<file path="config.mk">
export PLATFORM = sky130hd
export DESIGN_NAME = sensor_table_linearizer
export DESIGN_NICKNAME = d
export VERILOG_FILES = /design/src/rtl/core/stlin_pkg.sv /design/src/rtl/core/stlin_div.sv /design/src/rtl/core/sensor_table_linearizer.sv
export SDC_FILE = /design/constraint.sdc
export NUM_CORES = 1
export LEC_CHECK = 0
export BUFFER_PORTS_ARGS = -buffer_cell sky130_fd_sc_hd__buf_2
export CORE_AREA = 2 2 149 188
export CTS_CLUSTER_SIZE = 40
export DETAILED_ROUTE_END_ITERATION = 8
export DIE_AREA = 0 0 151 190
export PLACE_DENSITY = 0.85
export RECOVER_POWER = 25
export SYNTH_ARGS = -nofsm -noshare
export SYNTH_HDL_FRONTEND = slang
export SYNTH_SLANG_ARGS = --single-unit
</file>
<file path="constraint.sdc">
create_clock -name clk -period 10.9 [get_ports clk]
set_input_delay 1.09 -clock clk [delete_from_list [all_inputs] [get_ports clk]]
set_output_delay 1.09 -clock clk [all_outputs]
set_load 0.005 [all_outputs]
</file>
<file path="src/rtl/core/stlin_pkg.sv">
// Shared types, constants and breakpoint tables for the sensor table linearizer.
// No dependencies; imported by stlin_div, sensor_table_linearizer and the testbench.
package stlin_pkg;

	// field and datapath widths
	localparam int PT_W    = 16;              // reading / breakpoint width
	localparam int RES_W   = 15;              // signed result width
	localparam int STEP_W  = 10;              // largest step is 1000
	localparam int QUO_W   = STEP_W;          // quotient < step < 2**STEP_W
	localparam int NUM_W   = PT_W + STEP_W;   // (x - pt) * step
	localparam int CNT_W   = $clog2(QUO_W);
	localparam int TIDX_W  = 6;               // table index, up to 64 points
	localparam int TCNT_W  = 7;               // point count, up to 64
	localparam int MODE_W  = 2;

	// sensor_mode codes (unused code falls back to PT100)
	localparam logic [MODE_W-1:0] MODE_PT100 = 2'd0;
	localparam logic [MODE_W-1:0] MODE_RTD2  = 2'd1;
	localparam logic [MODE_W-1:0] MODE_SOIL  = 2'd2;

	// range_status codes
	localparam logic [1:0] RS_WITHIN = 2'd0;
	localparam logic [1:0] RS_BELOW  = 2'd1;
	localparam logic [1:0] RS_ABOVE  = 2'd2;

	typedef enum logic [2:0] {
		ST_IDLE,
		ST_CHK_LO,
		ST_CHK_HI,
		ST_SEARCH,
		ST_FETCH_LO,
		ST_FETCH_HI,
		ST_DIV,
		ST_DONE
	} lin_state_t;

	// divider handshake toward the sequencer
	typedef struct packed {
		logic busy;
		logic done;
	} div_stat_t;

	function automatic logic [TCNT_W-1:0] tab_count(input logic [MODE_W-1:0] mode);
		case (mode)
			MODE_RTD2: tab_count = 7'd13;
			MODE_SOIL: tab_count = 7'd21;
			default:   tab_count = 7'd15;
		endcase
	endfunction

	function automatic logic signed [RES_W-1:0] tab_first(input logic [MODE_W-1:0] mode);
		case (mode)
			MODE_SOIL: tab_first = 15'sd0;
			default:   tab_first = -15'sd6000;
		endcase
	endfunction

	function automatic logic [STEP_W-1:0] tab_step(input logic [MODE_W-1:0] mode);
		case (mode)
			MODE_SOIL: tab_step = 10'd500;
			default:   tab_step = 10'd1000;
		endcase
	endfunction

	function automatic logic [PT_W-1:0] tab_point(input logic [MODE_W-1:0] mode,
		input logic [TIDX_W-1:0] idx);
		logic [PT_W-1:0] p;
		p = '0;
		case (mode)
			MODE_RTD2: begin
				case (idx)
					6'd0:    p = 16'd7641;
					6'd1:    p = 16'd8048;
					6'd2:    p = 16'd8445;
					6'd3:    p = 16'd8842;
					6'd4:    p = 16'd9236;
					6'd5:    p = 16'd9630;
					6'd6:    p = 16'd10023;
					6'd7:    p = 16'd10413;
					6'd8:    p = 16'd10803;
					6'd9:    p = 16'd11191;
					6'd10:   p = 16'd11578;
					6'd11:   p = 16'd11964;
					6'd12:   p = 16'd12350;
					default: p = '0;
				endcase
			end
			MODE_SOIL: begin
				case (idx)
					6'd0:    p = 16'd115;
					6'd1:    p = 16'd340;
					6'd2:    p = 16'd450;
					6'd3:    p = 16'd530;
					6'd4:    p = 16'd610;
					6'd5:    p = 16'd690;
					6'd6:    p = 16'd750;
					6'd7:    p = 16'd825;
					6'd8:    p = 16'd895;
					6'd9:    p = 16'd955;
					6'd10:   p = 16'd1005;
					6'd11:   p = 16'd1015;
					6'd12:   p = 16'd1025;
					6'd13:   p = 16'd1035;
					6'd14:   p = 16'd1045;
					6'd15:   p = 16'd1055;
					6'd16:   p = 16'd1065;
					6'd17:   p = 16'd1070;
					6'd18:   p = 16'd1080;
					6'd19:   p = 16'd1095;
					6'd20:   p = 16'd1106;
					default: p = '0;
				endcase
			end
			default: begin
				case (idx)
					6'd0:    p = 16'd7633;
					6'd1:    p = 16'd8031;
					6'd2:    p = 16'd8427;
					6'd3:    p = 16'd8822;
					6'd4:    p = 16'd9216;
					6'd5:    p = 16'd9609;
					6'd6:    p = 16'd10000;
					6'd7:    p = 16'd10390;
					6'd8:    p = 16'd10779;
					6'd9:    p = 16'd11167;
					6'd10:   p = 16'd11554;
					6'd11:   p = 16'd11940;
					6'd12:   p = 16'd12324;
					6'd13:   p = 16'd12707;
					6'd14:   p = 16'd13089;
					default: p = '0;
				endcase
			end
		endcase
		tab_point = p;
	endfunction

endpackage

</file>
<file path="src/rtl/core/stlin_div.sv">
// Bit-serial restoring divider: one quotient bit per cycle.
// Depends on stlin_pkg. Requires num < den * 2**QUO_W.
module stlin_div
	import stlin_pkg::*;
(
	input  logic             clk,
	input  logic             arst_n,
	input  logic             start,
	input  logic [NUM_W-1:0] num,
	input  logic [PT_W-1:0]  den,
	output div_stat_t        stat,
	output logic [QUO_W-1:0] quot
);

	logic             busy_q;
	logic             done_q;
	logic [CNT_W-1:0] cnt_q;
	logic [PT_W-1:0]  rem_q;
	logic [PT_W-1:0]  den_q;
	logic [QUO_W-1:0] low_q;
	logic [QUO_W-1:0] quot_q;
	logic [PT_W:0]    trial;
	logic [PT_W:0]    sub;
	logic             ge;

	// trial subtract of the next partial remainder
	always_comb begin
		trial = {rem_q, low_q[QUO_W-1]};
		sub   = trial - {1'b0, den_q};
		ge    = (trial >= {1'b0, den_q});
	end

	// control: busy while the quotient bits shift in, then a one-cycle done pulse
	always_ff @(posedge clk or negedge arst_n) begin
		if (!arst_n) begin
			busy_q <= 1'b0;
			done_q <= 1'b0;
			cnt_q  <= '0;
		end else begin
			done_q <= 1'b0;
			if (start) begin
				busy_q <= 1'b1;
				cnt_q  <= '0;
			end else if (busy_q) begin
				cnt_q <= cnt_q + CNT_W'(1);
				if (cnt_q == CNT_W'(QUO_W - 1)) begin
					busy_q <= 1'b0;
					done_q <= 1'b1;
				end
			end
		end
	end

	// remainder / dividend shift registers
	always_ff @(posedge clk) begin
		if (start) begin
			rem_q  <= num[NUM_W-1:QUO_W];
			low_q  <= num[QUO_W-1:0];
			den_q  <= den;
			quot_q <= '0;
		end else if (busy_q) begin
			rem_q  <= ge ? sub[PT_W-1:0] : trial[PT_W-1:0];
			low_q  <= {low_q[QUO_W-2:0], 1'b0};
			quot_q <= {quot_q[QUO_W-2:0], ge};
		end
	end

	assign stat.busy = busy_q;
	assign stat.done = done_q;
	assign quot      = quot_q;

endmodule

</file>
<file path="src/rtl/core/sensor_table_linearizer.sv">
// Sensor table linearizer top level: breakpoint search, segment fetch, serial divide.
// Depends on stlin_pkg and stlin_div.
//
//  channel   signals                                    direction
//  in        in_valid, in_ready, reading                request in
//  out       out_valid, out_ready, value_hundredths,    request out
//            range_status
//  cfg       cfg_wr_en, cfg_wr_data (sensor_mode)       write only
//
// A request passes through idle, two range checks, a halving binary search, two fetch
// states, the serial divide and done; clamped or on-breakpoint readings skip the divider.
// The bit-serial divider is the slowest step. One request is in flight; in_ready is
// high only when idle. The result register holds a finished request while out_ready is
// low and the block takes the next request meanwhile. Reset clears control and sensor_mode.
module sensor_table_linearizer
	import stlin_pkg::*;
#(
	parameter int MAX_TABLE_POINTS = 21
) (
	input  logic                    clk,
	input  logic                    arst_n,
	input  logic                    in_valid,
	output logic                    in_ready,
	input  logic [PT_W-1:0]         reading,
	output logic                    out_valid,
	input  logic                    out_ready,
	output logic signed [RES_W-1:0] value_hundredths,
	output logic [1:0]              range_status,
	input  logic                    cfg_wr_en,
	input  logic [MODE_W-1:0]       cfg_wr_data
);

	localparam int IDX_W = $clog2(MAX_TABLE_POINTS);

	lin_state_t state_q, state_d;

	logic [MODE_W-1:0]       mode_q;
	logic [PT_W-1:0]         x_q;
	logic [IDX_W-1:0]        lo_q;
	logic [IDX_W-1:0]        hi_q;
	logic [PT_W-1:0]         pl_q;
	logic [NUM_W-1:0]        num_q;
	logic signed [RES_W-1:0] res_q;
	logic [1:0]              rs_q;
	logic                    interp_q;
	logic                    out_valid_q;
	logic signed [RES_W-1:0] out_val_q;
	logic [1:0]              out_rs_q;

	logic [TCNT_W-1:0]       cnt_w;
	logic [IDX_W-1:0]        last_w;
	logic [IDX_W:0]          mid_sum;
	logic [IDX_W-1:0]        mid_w;
	logic                    span_gt1;
	logic [IDX_W-1:0]        tab_idx;
	logic [IDX_W-1:0]        mul_idx;
	logic [PT_W-1:0]         pt_w;
	logic [PT_W-1:0]         den_w;
	logic [RES_W-1:0]        base_w;
	logic [NUM_W-1:0]        prod_w;
	logic                    div_start;
	logic                    out_load;
	div_stat_t               div_stat;
	logic [QUO_W-1:0]        quot_w;

	// table geometry, count clipped to the parameter
	always_comb begin
		cnt_w    = tab_count(mode_q);
		last_w   = (cnt_w > TCNT_W'(MAX_TABLE_POINTS)) ? IDX_W'(MAX_TABLE_POINTS - 1)
		                                               : IDX_W'(cnt_w - TCNT_W'(1));
		mid_sum  = {1'b0, lo_q} + {1'b0, hi_q};
		mid_w    = mid_sum[IDX_W:1];
		span_gt1 = ({1'b0, hi_q} - {1'b0, lo_q}) > (IDX_W+1)'(1);
	end

	// table read, base value and scaled offset
	always_comb begin
		pt_w   = tab_point(mode_q, TIDX_W'(tab_idx));
		den_w  = pt_w - pl_q;
		base_w = RES_W'(tab_first(mode_q)) + RES_W'(mul_idx) * RES_W'(tab_step(mode_q));
		prod_w = NUM_W'(x_q - pt_w) * NUM_W'(tab_step(mode_q));
	end

	assign out_load = (state_q == ST_DONE) && (!out_valid_q || out_ready);

	// next state
	always_comb begin
		state_d = state_q;
		case (state_q)
			ST_IDLE:     if (in_valid) state_d = ST_CHK_LO;
			ST_CHK_LO:   state_d = (x_q < pt_w) ? ST_DONE : ST_CHK_HI;
			ST_CHK_HI:   state_d = (x_q > pt_w) ? ST_DONE : ST_SEARCH;
			ST_SEARCH:   if (!span_gt1) state_d = ST_FETCH_LO;
			ST_FETCH_LO: state_d = (lo_q == last_w || x_q == pt_w) ? ST_DONE : ST_FETCH_HI;
			ST_FETCH_HI: state_d = (den_w != '0) ? ST_DIV : ST_DONE;
			ST_DIV:      if (div_stat.done) state_d = ST_DONE;
			ST_DONE:     if (out_load) state_d = ST_IDLE;
			default:     state_d = ST_IDLE;
		endcase
	end

	// control outputs: table index, multiplier index, divider start
	always_comb begin
		in_ready  = 1'b0;
		tab_idx   = lo_q;
		mul_idx   = lo_q;
		div_start = 1'b0;
		case (state_q)
			ST_IDLE:     in_ready = 1'b1;
			ST_CHK_LO:   tab_idx = '0;
			ST_CHK_HI: begin
				tab_idx = hi_q;
				mul_idx = hi_q;
			end
			ST_SEARCH:   tab_idx = span_gt1 ? mid_w : hi_q;
			ST_FETCH_LO: tab_idx = lo_q;
			ST_FETCH_HI: begin
				tab_idx   = lo_q + IDX_W'(1);
				div_start = (den_w != '0);
			end
			default:     tab_idx = lo_q;
		endcase
	end

	// control registers
	always_ff @(posedge clk or negedge arst_n) begin
		if (!arst_n) begin
			state_q     <= ST_IDLE;
			mode_q      <= MODE_PT100;
			out_valid_q <= 1'b0;
		end else begin
			state_q <= state_d;
			if (cfg_wr_en) mode_q <= cfg_wr_data;
			if (out_load) out_valid_q <= 1'b1;
			else if (out_ready) out_valid_q <= 1'b0;
		end
	end

	// datapath registers
	always_ff @(posedge clk) begin
		case (state_q)
			ST_IDLE: begin
				if (in_valid) begin
					x_q  <= reading;
					lo_q <= '0;
					hi_q <= last_w;
				end
			end
			ST_CHK_LO: begin
				res_q    <= tab_first(mode_q);
				rs_q     <= RS_BELOW;
				interp_q <= 1'b0;
			end
			ST_CHK_HI: begin
				res_q <= base_w;
				rs_q  <= (x_q > pt_w) ? RS_ABOVE : RS_WITHIN;
			end
			ST_SEARCH: begin
				if (span_gt1) begin
					if (x_q < pt_w) hi_q <= mid_w;
					else lo_q <= mid_w;
				end else if (x_q >= pt_w) begin
					lo_q <= hi_q;
				end
			end
			ST_FETCH_LO: begin
				res_q <= base_w;
				pl_q  <= pt_w;
				num_q <= prod_w;
			end
			ST_FETCH_HI: interp_q <= (den_w != '0);
			default: begin
			end
		endcase
		if (out_load) begin
			out_val_q <= interp_q ? res_q + RES_W'(quot_w) : res_q;
			out_rs_q  <= rs_q;
		end
	end

	stlin_div u_div (
		.clk    (clk),
		.arst_n (arst_n),
		.start  (div_start),
		.num    (num_q),
		.den    (den_w),
		.stat   (div_stat),
		.quot   (quot_w)
	);

	assign out_valid        = out_valid_q;
	assign value_hundredths = out_val_q;
	assign range_status     = out_rs_q;

endmodule

</file>
==> results of run 1 <==
registers in the layout, indices dropped and copies added, names as in the netlist, 8 cells and up:
name,cells
num_q,24
u_div.den_q,16
u_div.rem_q,16
x_q,16
value_hundredths,15
pl_q,14
res_q,13
u_div.quot,10
u_div.low_q,8
critical path, delay by kind of cell, from the launching register on:
| kind | cells | cell delay [ps] |
|---|---|---|
| adders and majority gates | 9 | 3770 |
| and+or+nand+nor | 1 | 170 |
| AOI/OAI and AO/OA | 16 | 4050 |
| buffers and inverters | 5 | 1110 |
| DFF | 1 | 510 |
| xor gates and xnor gates | 2 | 410 |
worst min-delay path by stage:
stage	endpoint	slack [ps]
2_1_floorplan	range_status[0]$_DFFE_PP_	400
3_3_place_gp	range_status[1]$_DFFE_PP_	400
3_5_place_dp	range_status[0]$_DFFE_PP_	410
4_1_cts	range_status[0]$_DFFE_PP_	430
5_1_grt	range_status[0]$_DFFE_PP_	440
6_report	range_status[0]$_DFFE_PP_	430
cell usage in the layout (no fill, tap or decap), drive strengths merged, types with 13 or more instances in the layout:
| cell | instances |
|---|---|
| a211oi | 17 |
| a21o | 28 |
| a21oi | 74 |
| and2 | 17 |
| buf | 57 |
| clkbuf | 22 |
| edfxtp | 137 |
| fa | 106 |
| ha | 179 |
| inv | 209 |
| mux2 | 42 |
| mux2i | 24 |
| nand2 | 71 |
| nand3 | 31 |
| nand4 | 17 |
| nor2 | 131 |
| nor2b | 17 |
| nor3 | 32 |
| o211ai | 13 |
| o21a | 14 |
| o21ai | 59 |
| or2 | 13 |
| xnor2 | 49 |
| xor2 | 24 |
kinds of logic after synthesis:
kind of cell,synth area share
simple gates,0.124
compound gates,0.145
fa+ha+maj,0.278
buf+inv,0.0678
flops,0.294
xor+xnor,0.0407
mux,0.0500
other cells,0.000239
cell type report:
cell class | instances | share of cell area
Clock buffer | 17 | 0.0253
Clock inverter | 15 | 0.0116
Inverter | 203 | 0.0455
Multi-Input combinational cell | 1138 | 0.597
Sequential cell | 159 | 0.274
Tap cell | 350 | 0.0260
Timing Repair Buffer | 62 | 0.0209
layer usage:
layer  up-vias  part of all wire  wire (um)  GRT usage
li1       5575                 -          -          -
met1      5718              0.39      14400      0.317
met2       410              0.52      19100      0.479
met3       103             0.049       1820     0.0350
met4         0             0.046       1700      0.130
met5         -                 0          0          0
timing repair:
item	CTS	global route
endpoints found under the setup margin	0	6
resized for setup	0	7
setup buffers	0	3
hold buffers	0	0
metrics by stage:
stage / cell area (um2) / std cells / utilization / hold WS (ps)
finish: 16800 / 1944 / 0.623 / 428
global route: 16800 / 1944 / 0.623 / 436
CTS: 16800 / 1941 / 0.621 / 429
detailed placement: 16200 / 1909 / 0.598 / 413
global placement: 16200 / 1909 / 0.598 / 405
floorplan: 15700 / 1560 / - / 400
==> run_results.csv, run 1 <==
group,metric,value,unit
sta,setup_slack,599,ps
global_route,grt_pass1_wl,60200,um
cells_and_area,num-nets-final,1889,
worst_setup_path,endpoint_kind,"flip-flop",
route,antenna_left,0,
cells_and_area,area_growth,7.35,%
cells_and_area,layout-drive-gt1-share,0.107,
synth,yosysWarnings,0,
sta,fmax,97.1,MHz
job,drv_cap,1,
sta,fin_skew,12.1,ps
sta,rsz0062_at_grt,"no",
worst_hold_path,min_from,"rs_q[0]$_SDFFCE_PN1N_",
clock_tree,cts_tree,"yes",
cells_and_area,ff_latch_area,4610,um2
worst_setup_path,crit_arrival,10500,ps
route,avgViaCountPerCell,6.07,
placement,hpwl,28500,um
synth,synth.distinct_cells,93,
clock_tree,htreeDepth,4,
synth,avgSynthCellArea,10.1,um2
worst_setup_path,ff2ff_path_depth,33,
route,drc_errors,0,
floorplan,num_rows,68,
floorplan,start_util,0.580,
route,vias,11806,
run_status,run_status,"finished, violations left",
synth,synthMostInstantiatedCell,"inv_1",
sta,slew_headroom,-0.518,
clock_tree,cts.clk_slew.worst_paths,70,ps
clock_tree,clockRootBuffer,"clkbuf_16",
global_route,grt_overflow,0,
worst_setup_path,r2r_start,"lo_q[0]$_SDFFCE_PN0P_",
global_route,antenna_found_initial,0,
synth,ys_seq_area_frac,0.294,
cells_and_area,antenna_cells,0,
worst_setup_path,startpoint_type,"flip-flop",
floorplan,die_w,151,um
synth,synth_top_area_share,0.262,
synth,synth_top_area_cell,"edfxtp_1",
synth,ys_ff_latch,159,
route,wirelength,37000,um
floorplan,die_h,190,um
route,drt_pass1_iterations,5,
worst_setup_path,crit_top_cell,"fa_1",
synth,synth-edff-count,137,
synth,yosys-top-cells-count,"inv_1, ha_1, edfxtp_1",
synth,async_flop_share,0.0755,
synth,yosys_most_used_dff,"edfxtp_1",
worst_setup_path,r2r_slack,600,ps
worst_setup_path,critPathMaxStageDelay,570,ps
sta,setup_viol,0,
clock_tree,cts_buffers,17,
worst_setup_path,crit_fanout,17,
sta,setup_tns,0,ps
placement,gp_congestion,0.979,
cells_and_area,multiInputGateArea,10100,um2
sta,fin_crit,10300,ps
clock_tree,cts.sink_count,159,
sta,period_share,0.945,
global_route,grt_start_max_net_pins,42,
synth,syn_inst,1559,
sta,worst_slew_pin_slew,2280,ps
floorplan,pin_count,42,
worst_hold_path,holdPathStages,0,
global_route,grt_usage,0.268,
sta,finalHoldViolCount,0,
floorplan,die-area,28700,um2
worst_setup_path,crit_end,"num_q[25]$_DFFE_PP_",
run_status,violations,"max-capacitance violations, max-slew violations",
worst_setup_path,startpoint,"lo_q[0]$_SDFFCE_PN0P_",
route,drt-initial-drc-count,918,
worst_hold_path,hold_class,"flip-flop to flip-flop",
worst_setup_path,critical_path_class,"flip-flop to flip-flop",
synth,netlist_area,15700,um2
floorplan,coreArea,27100,um2
route,detail_route.wl_per_cell,19.0,um
placement,port_buffers,41,
worst_setup_path,required,11100,ps
global_route,grt_pass1_vias,11888,
clock_tree,insertion_delay,450,ps
placement,dp_slack,354,ps
clock_tree,cts_buffer_depth,2,
cells_and_area,fillers,2088,
worst_setup_path,cp_slowest_cell,"fa_1",
worst_setup_path,reg2reg_to,"num_q[25]$_DFFE_PP_",
sta,slew_violations,42,
synth,synth.area.top_cells,"edfxtp_1, ha_1, fa_1",
Power of run 1 is left out: the tool's default activity adds up to more than one toggle a clock period on the data nets, which glitch-free logic cannot reach.
==> run 2: changes to the inputs <==
==> constraint.sdc (replaced) <==
create_clock -name clk -period 9.9 [get_ports clk]
set_input_delay 0.99 -clock clk [delete_from_list [all_inputs] [get_ports clk]]
set_output_delay 0.99 -clock clk [all_outputs]
set_load 0.005 [all_outputs]
==> run 2 against run 1 <==
Effect of this change: the flow still finishes with violations (max-capacitance violations, max-slew violations); die area is the same; clock-buffer cell count is the same; via count grew 1.0%; first-iteration DRC count shrank 9.3%; routed wire length grew 1.1%; final cell count grew 2.9%; global-route usage grew 0.077 points.
==> run_results.csv, run 2 (synthesis gave the netlist of run 1 again) <==
group,metric,value,unit
clock_tree,cts.sink_count,159,
route,vias,11925,
route,detail_route.wl_per_cell,18.7,um
sta,hold_slack,432,ps
route,wirelength,37400,um
floorplan,start_util,0.580,
floorplan,coreArea,27100,um2
sta,fmax,104,MHz
global_route,grt_pass1_wl,60100,um
worst_setup_path,startpoint_type,"flip-flop",
clock_tree,cts_buffers,17,
placement,dp_cells,1955,
clock_tree,cts_tree,"yes",
sta,finalHoldViolCount,0,
worst_setup_path,crit_top_cell,"fa_1",
clock_tree,ctsHoldBuffers,0,
sta,slew_headroom,-0.436,
global_route,grt_start_max_net_pins,58,
global_route,antenna_found_initial,0,
cells_and_area,num-nets-final,1945,
sta,fin_skew,15.1,ps
cells_and_area,largest_reg_flops,24,
worst_hold_path,hold_class,"flip-flop to flip-flop",
worst_setup_path,critPathMaxStageDelay,510,ps
clock_tree,htreeDepth,4,
clock_tree,insertion_delay,460,ps
clock_tree,cts.clk_slew.worst_paths,70,ps
worst_setup_path,endpoint_kind,"flip-flop",
floorplan,die_h,190,um
cells_and_area,layout-drive-gt1-share,0.152,
clock_tree,cts_buffer_depth,2,
placement,port_buffers,41,
global_route,grt_pass1_vias,12044,
cells_and_area,area_growth,11.2,%
run_status,violations,"max-capacitance violations, max-slew violations",
cells_and_area,layout_common_cells,"inv_1, ha_1, edfxtp_1",
floorplan,pin_count,42,
global_route,grt_usage,0.269,
cells_and_area,top_register,"num_q",
route,antenna_left,0,
cells_and_area,fillers,2062,
worst_setup_path,required,10100,ps
cells_and_area,antenna_cells,0,
worst_setup_path,critical_path_class,"flip-flop to flip-flop",
placement,hpwl,28700,um
sta,setup_tns,0,ps
worst_setup_path,ff2ff_path_depth,37,
route,avgViaCountPerCell,5.96,
clock_tree,clockRootBuffer,"clkbuf_16",
cells_and_area,ff_latch_area,4620,um2
sta,worst_slew_pin_slew,2150,ps
global_route,grt_overflow,0,
sta,setup_viol,0,
worst_setup_path,crit_arrival,9820,ps
run_status,run_status,"finished, violations left",
route,drt-initial-drc-count,833,
worst_setup_path,crit_fanout,13,
floorplan,die-area,28700,um2
route,drc_errors,0,
sta,period_share,0.972,
worst_setup_path,cp_slowest_cell,"fa_1",
sta,fin_crit,9620,ps
route,drt_pass1_iterations,5,
sta,slew_violations,41,
cells_and_area,final_common_cell,"inv_1",
cells_and_area,fin_util,0.645,
worst_hold_path,holdPathStages,0,
cells_and_area,fin_cells,2000,
floorplan,die_w,151,um
floorplan,num_rows,68,
cells_and_area,multiInputGateArea,10200,um2
placement,gp_congestion,0.965,
job,drv_cap,1,
[run 2: cell count changes in the layout (fill, tap and decap cells not counted), sizes merged]
cell      before  now
clkbuf        22   23
clkinv         6    7
clkinvlp       1    0
buf           57  112
inv          209  211
bufinv         2    0
[run 2: worst paths after layout]
check,from,end,slack (ps)
max,hi_q[0]$_SDFFCE_PN0P_,num_q[25]$_DFFE_PP_,280
min,rs_q[1]$_SDFFCE_PN0N_,range_status[1]$_DFFE_PP_,430
max reg2reg,hi_q[0]$_SDFFCE_PN0P_,num_q[25]$_DFFE_PP_,280
min reg2reg,rs_q[1]$_SDFFCE_PN0N_,range_status[1]$_DFFE_PP_,430
max in group asynchronous,arst_n,state_q[2]$_DFFE_PN0P_,8740
min in group asynchronous,arst_n,u_div.cnt_q[1]$_DFFE_PN0P_,590
[run 2: worst max-delay path: cells and delay by family (launching register included)]
family          cells  cell delay [ps]
buf+inv             6              670
simple gates        7             1310
flops               1              450
xor+xnor            2              240
compound gates     13             3120
fa+ha+maj           9             3610
[run 2: layer usage]
layer,part of all wire,vias up,global-route usage
met2,0.52,394,0.486
li1,-,5688,-
met1,0.39,5741,0.315
met4,0.045,0,0.127
met5,0,-,0
met3,0.047,102,0.0338
[run 2: metrics by stage]
step | instance area (um2) | setup slack, ps
3_3_place_gp | 16600 | 60.3
3_5_place_dp | 16600 | -120
6_report | 17400 | 277
2_1_floorplan | 15700 | 499
5_1_grt | 17400 | -143
4_1_cts | 17200 | 11.3
[run 2: final cells by class]
class,instances,share of cell area
Multi-Input combinational cell,1138,0.585
Sequential cell,159,0.265
Timing Repair Buffer,118,0.0458
Inverter,203,0.0437
Tap cell,350,0.0251
Clock buffer,17,0.0244
Clock inverter,15,0.0114
[run 2: timing repair]
action                                  CTS  global route
resized for setup                         3            32
buffers inserted                          0            13
hold endpoints to repair                  0             0
pin swaps                                 0             9
endpoints found under the setup margin    1             9
Power of run 2 is left out for the same reason.
==> run 3: changes to the inputs <==
--- a/config.mk
+++ b/config.mk
@@ -10,7 +10,7 @@
 export CTS_CLUSTER_SIZE = 40
 export DETAILED_ROUTE_END_ITERATION = 8
 export DIE_AREA = 0 0 151 190
-export PLACE_DENSITY = 0.85
+export PLACE_DENSITY = 0.84
 export RECOVER_POWER = 25
 export SYNTH_ARGS = -nofsm -noshare
 export SYNTH_HDL_FRONTEND = slang
==> run 3 against run 2 <==
Effect of this change: the run now ends clean; final cell count is 1.2% higher; via count is 2.8% higher; setup slack worse by 8.0 ps; utilization is 0.71 points higher; clock-buffer cell count stayed put; largest cell class unchanged; sequential cell count stayed put; highest routed layer unchanged; critical path depth is 1 higher; first-iteration DRC count is 2.3% lower; register-to-register slack hardly changed; global-route usage is 1.0 points higher; critical endpoint unchanged; non-clock buffer count is 23 higher; die area stayed put.
==> run_results.csv, run 3 (synthesis gave the netlist of run 1 again) <==
group,metric,value,unit
run_status,run_status,"finished, final reports clean",
worst_setup_path,r2r_slack,270,ps
floorplan,start_util,0.580,
global_route,grt_pass1_vias,12416,
cells_and_area,fillers,2082,
worst_setup_path,crit_arrival,9830,ps
worst_setup_path,crit_top_cell,"fa_1",
worst_setup_path,startpoint,"lo_q[1]$_SDFFCE_PN0P_",
route,antenna_left,0,
floorplan,coreArea,27100,um2
global_route,antenna_found_initial,0,
route,drt-initial-drc-count,814,
worst_setup_path,r2r_start,"lo_q[1]$_SDFFCE_PN0P_",
cells_and_area,fin_util,0.652,
worst_setup_path,cp_top_family,"adder cells",
clock_tree,cts.clk_slew.worst_paths,70,ps
placement,hpwl,29600,um
worst_setup_path,cp_slowest_cell,"fa_1",
worst_setup_path,cp.depth,38,
route,detail_route.wl_per_cell,19.5,um
worst_hold_path,holdPathStages,0,
route,avgViaCountPerCell,6.06,
worst_setup_path,endpoint_kind,"flip-flop",
clock_tree,cts_tree,"yes",
floorplan,die_h,190,um
worst_setup_path,required,10100,ps
clock_tree,clockRootBuffer,"clkbuf_16",
clock_tree,cts_buffers,17,
cells_and_area,layout_common_cells,"inv_1, ha_1, edfxtp_1",
route,wirelength,39500,um
worst_setup_path,critPathMaxStageDelay,530,ps
worst_hold_path,hold_class,"flip-flop to flip-flop",
floorplan,die-area,28700,um2
job,drv_cap,0,
route,drt_pass1_iterations,5,
worst_setup_path,critical_path_buf_inv_count,5,
cells_and_area,largest_reg_flops,24,
floorplan,pin_count,42,
cells_and_area,area_growth,12.4,%
sta,setup_viol,0,
global_route,grt_pass1_wl,62600,um
clock_tree,cts.sink_count,159,
worst_setup_path,startpoint_type,"flip-flop",
route,drc_errors,0,
placement,gp_congestion,0.947,
placement,port_buffers,41,
clock_tree,ctsHoldBuffers,0,
worst_setup_path,reg2reg_to,"num_q[25]$_DFFE_PP_",
floorplan,die_w,151,um
cells_and_area,layout-drive-gt1-share,0.160,
sta,slew_violations,0,
worst_hold_path,min_from,"rs_q[1]$_SDFFCE_PN0N_",
worst_setup_path,ff2ff_path_depth,38,
sta,period_share,0.973,
route,vias,12260,
global_route,grt_overflow,0,
sta,finalHoldViolCount,0,
sta,slew_headroom,0.244,
global_route,grt_usage,0.279,
sta,fin_crit,9630,ps
floorplan,num_rows,68,
sta,fin_skew,11.9,ps
cells_and_area,top_register,"num_q",
cells_and_area,antenna_cells,0,
cells_and_area,final_common_cell,"inv_1",
clock_tree,insertion_delay,460,ps
sta,fmax,104,MHz
clock_tree,htreeDepth,4,
worst_setup_path,critical_path_class,"flip-flop to flip-flop",
clock_tree,cts_buffer_depth,2,
cells_and_area,num-nets-final,1969,
worst_setup_path,crit_fanout,6,
global_route,grt_start_max_net_pins,41,
sta,worst_slew_pin_slew,1120,ps
worst_setup_path,crit_end,"num_q[25]$_DFFE_PP_",
[run 3: per-layer routing]
layer | up-vias | wire (um) | track usage
met5 | - | 0 | 0
met4 | 0 | 1500 | 0.120
met3 | 107 | 1970 | 0.0305
met2 | 453 | 20700 | 0.506
met1 | 5965 | 15300 | 0.334
li1 | 5735 | - | -
[run 3: worst min path at each step]
stage,to
final,range_status[1]$_DFFE_PP_
after global routing,range_status[1]$_DFFE_PP_
after CTS,u_div.busy_q$_DFF_PN0_
after detailed placement,range_status[1]$_DFFE_PP_
after global placement,range_status[1]$_DFFE_PP_
after floorplan,range_status[0]$_DFFE_PP_
[run 3: per-stage QoR]
step / TNS, ps / cells / hold WS (ps) / worst slack [ps] / cell area [um2]
finish: 0 / 2024 / 430 / 269 / 17600
global route: -222 / 2024 / 438 / -199 / 17600
CTS: 0 / 1998 / 426 / 35.2 / 17300
detailed placement: 0 / 1966 / 417 / 8.55 / 16600
global placement: 0 / 1966 / 407 / 152 / 16600
floorplan: 0 / 1560 / 400 / 499 / 15700
[run 3: final cells by class]
class | count | area (um2) | share of cell area
repair buffers | 141 | 960 | 0.0544
multi-input cells | 1139 | 10200 | 0.580
clock inverters | 15 | 204 | 0.0116
flip-flops and latches | 159 | 4610 | 0.262
well taps | 350 | 438 | 0.0248
clock buffers | 17 | 425 | 0.0241
inverters | 203 | 762 | 0.0432
[run 3: repair_timing]
item,CTS,global route
endpoints found under the setup margin,1,9
gates resized for setup,1,36
gates cloned,0,1
pin swaps,0,13
setup buffers,0,25
Power of run 3 is left out for the same reason.
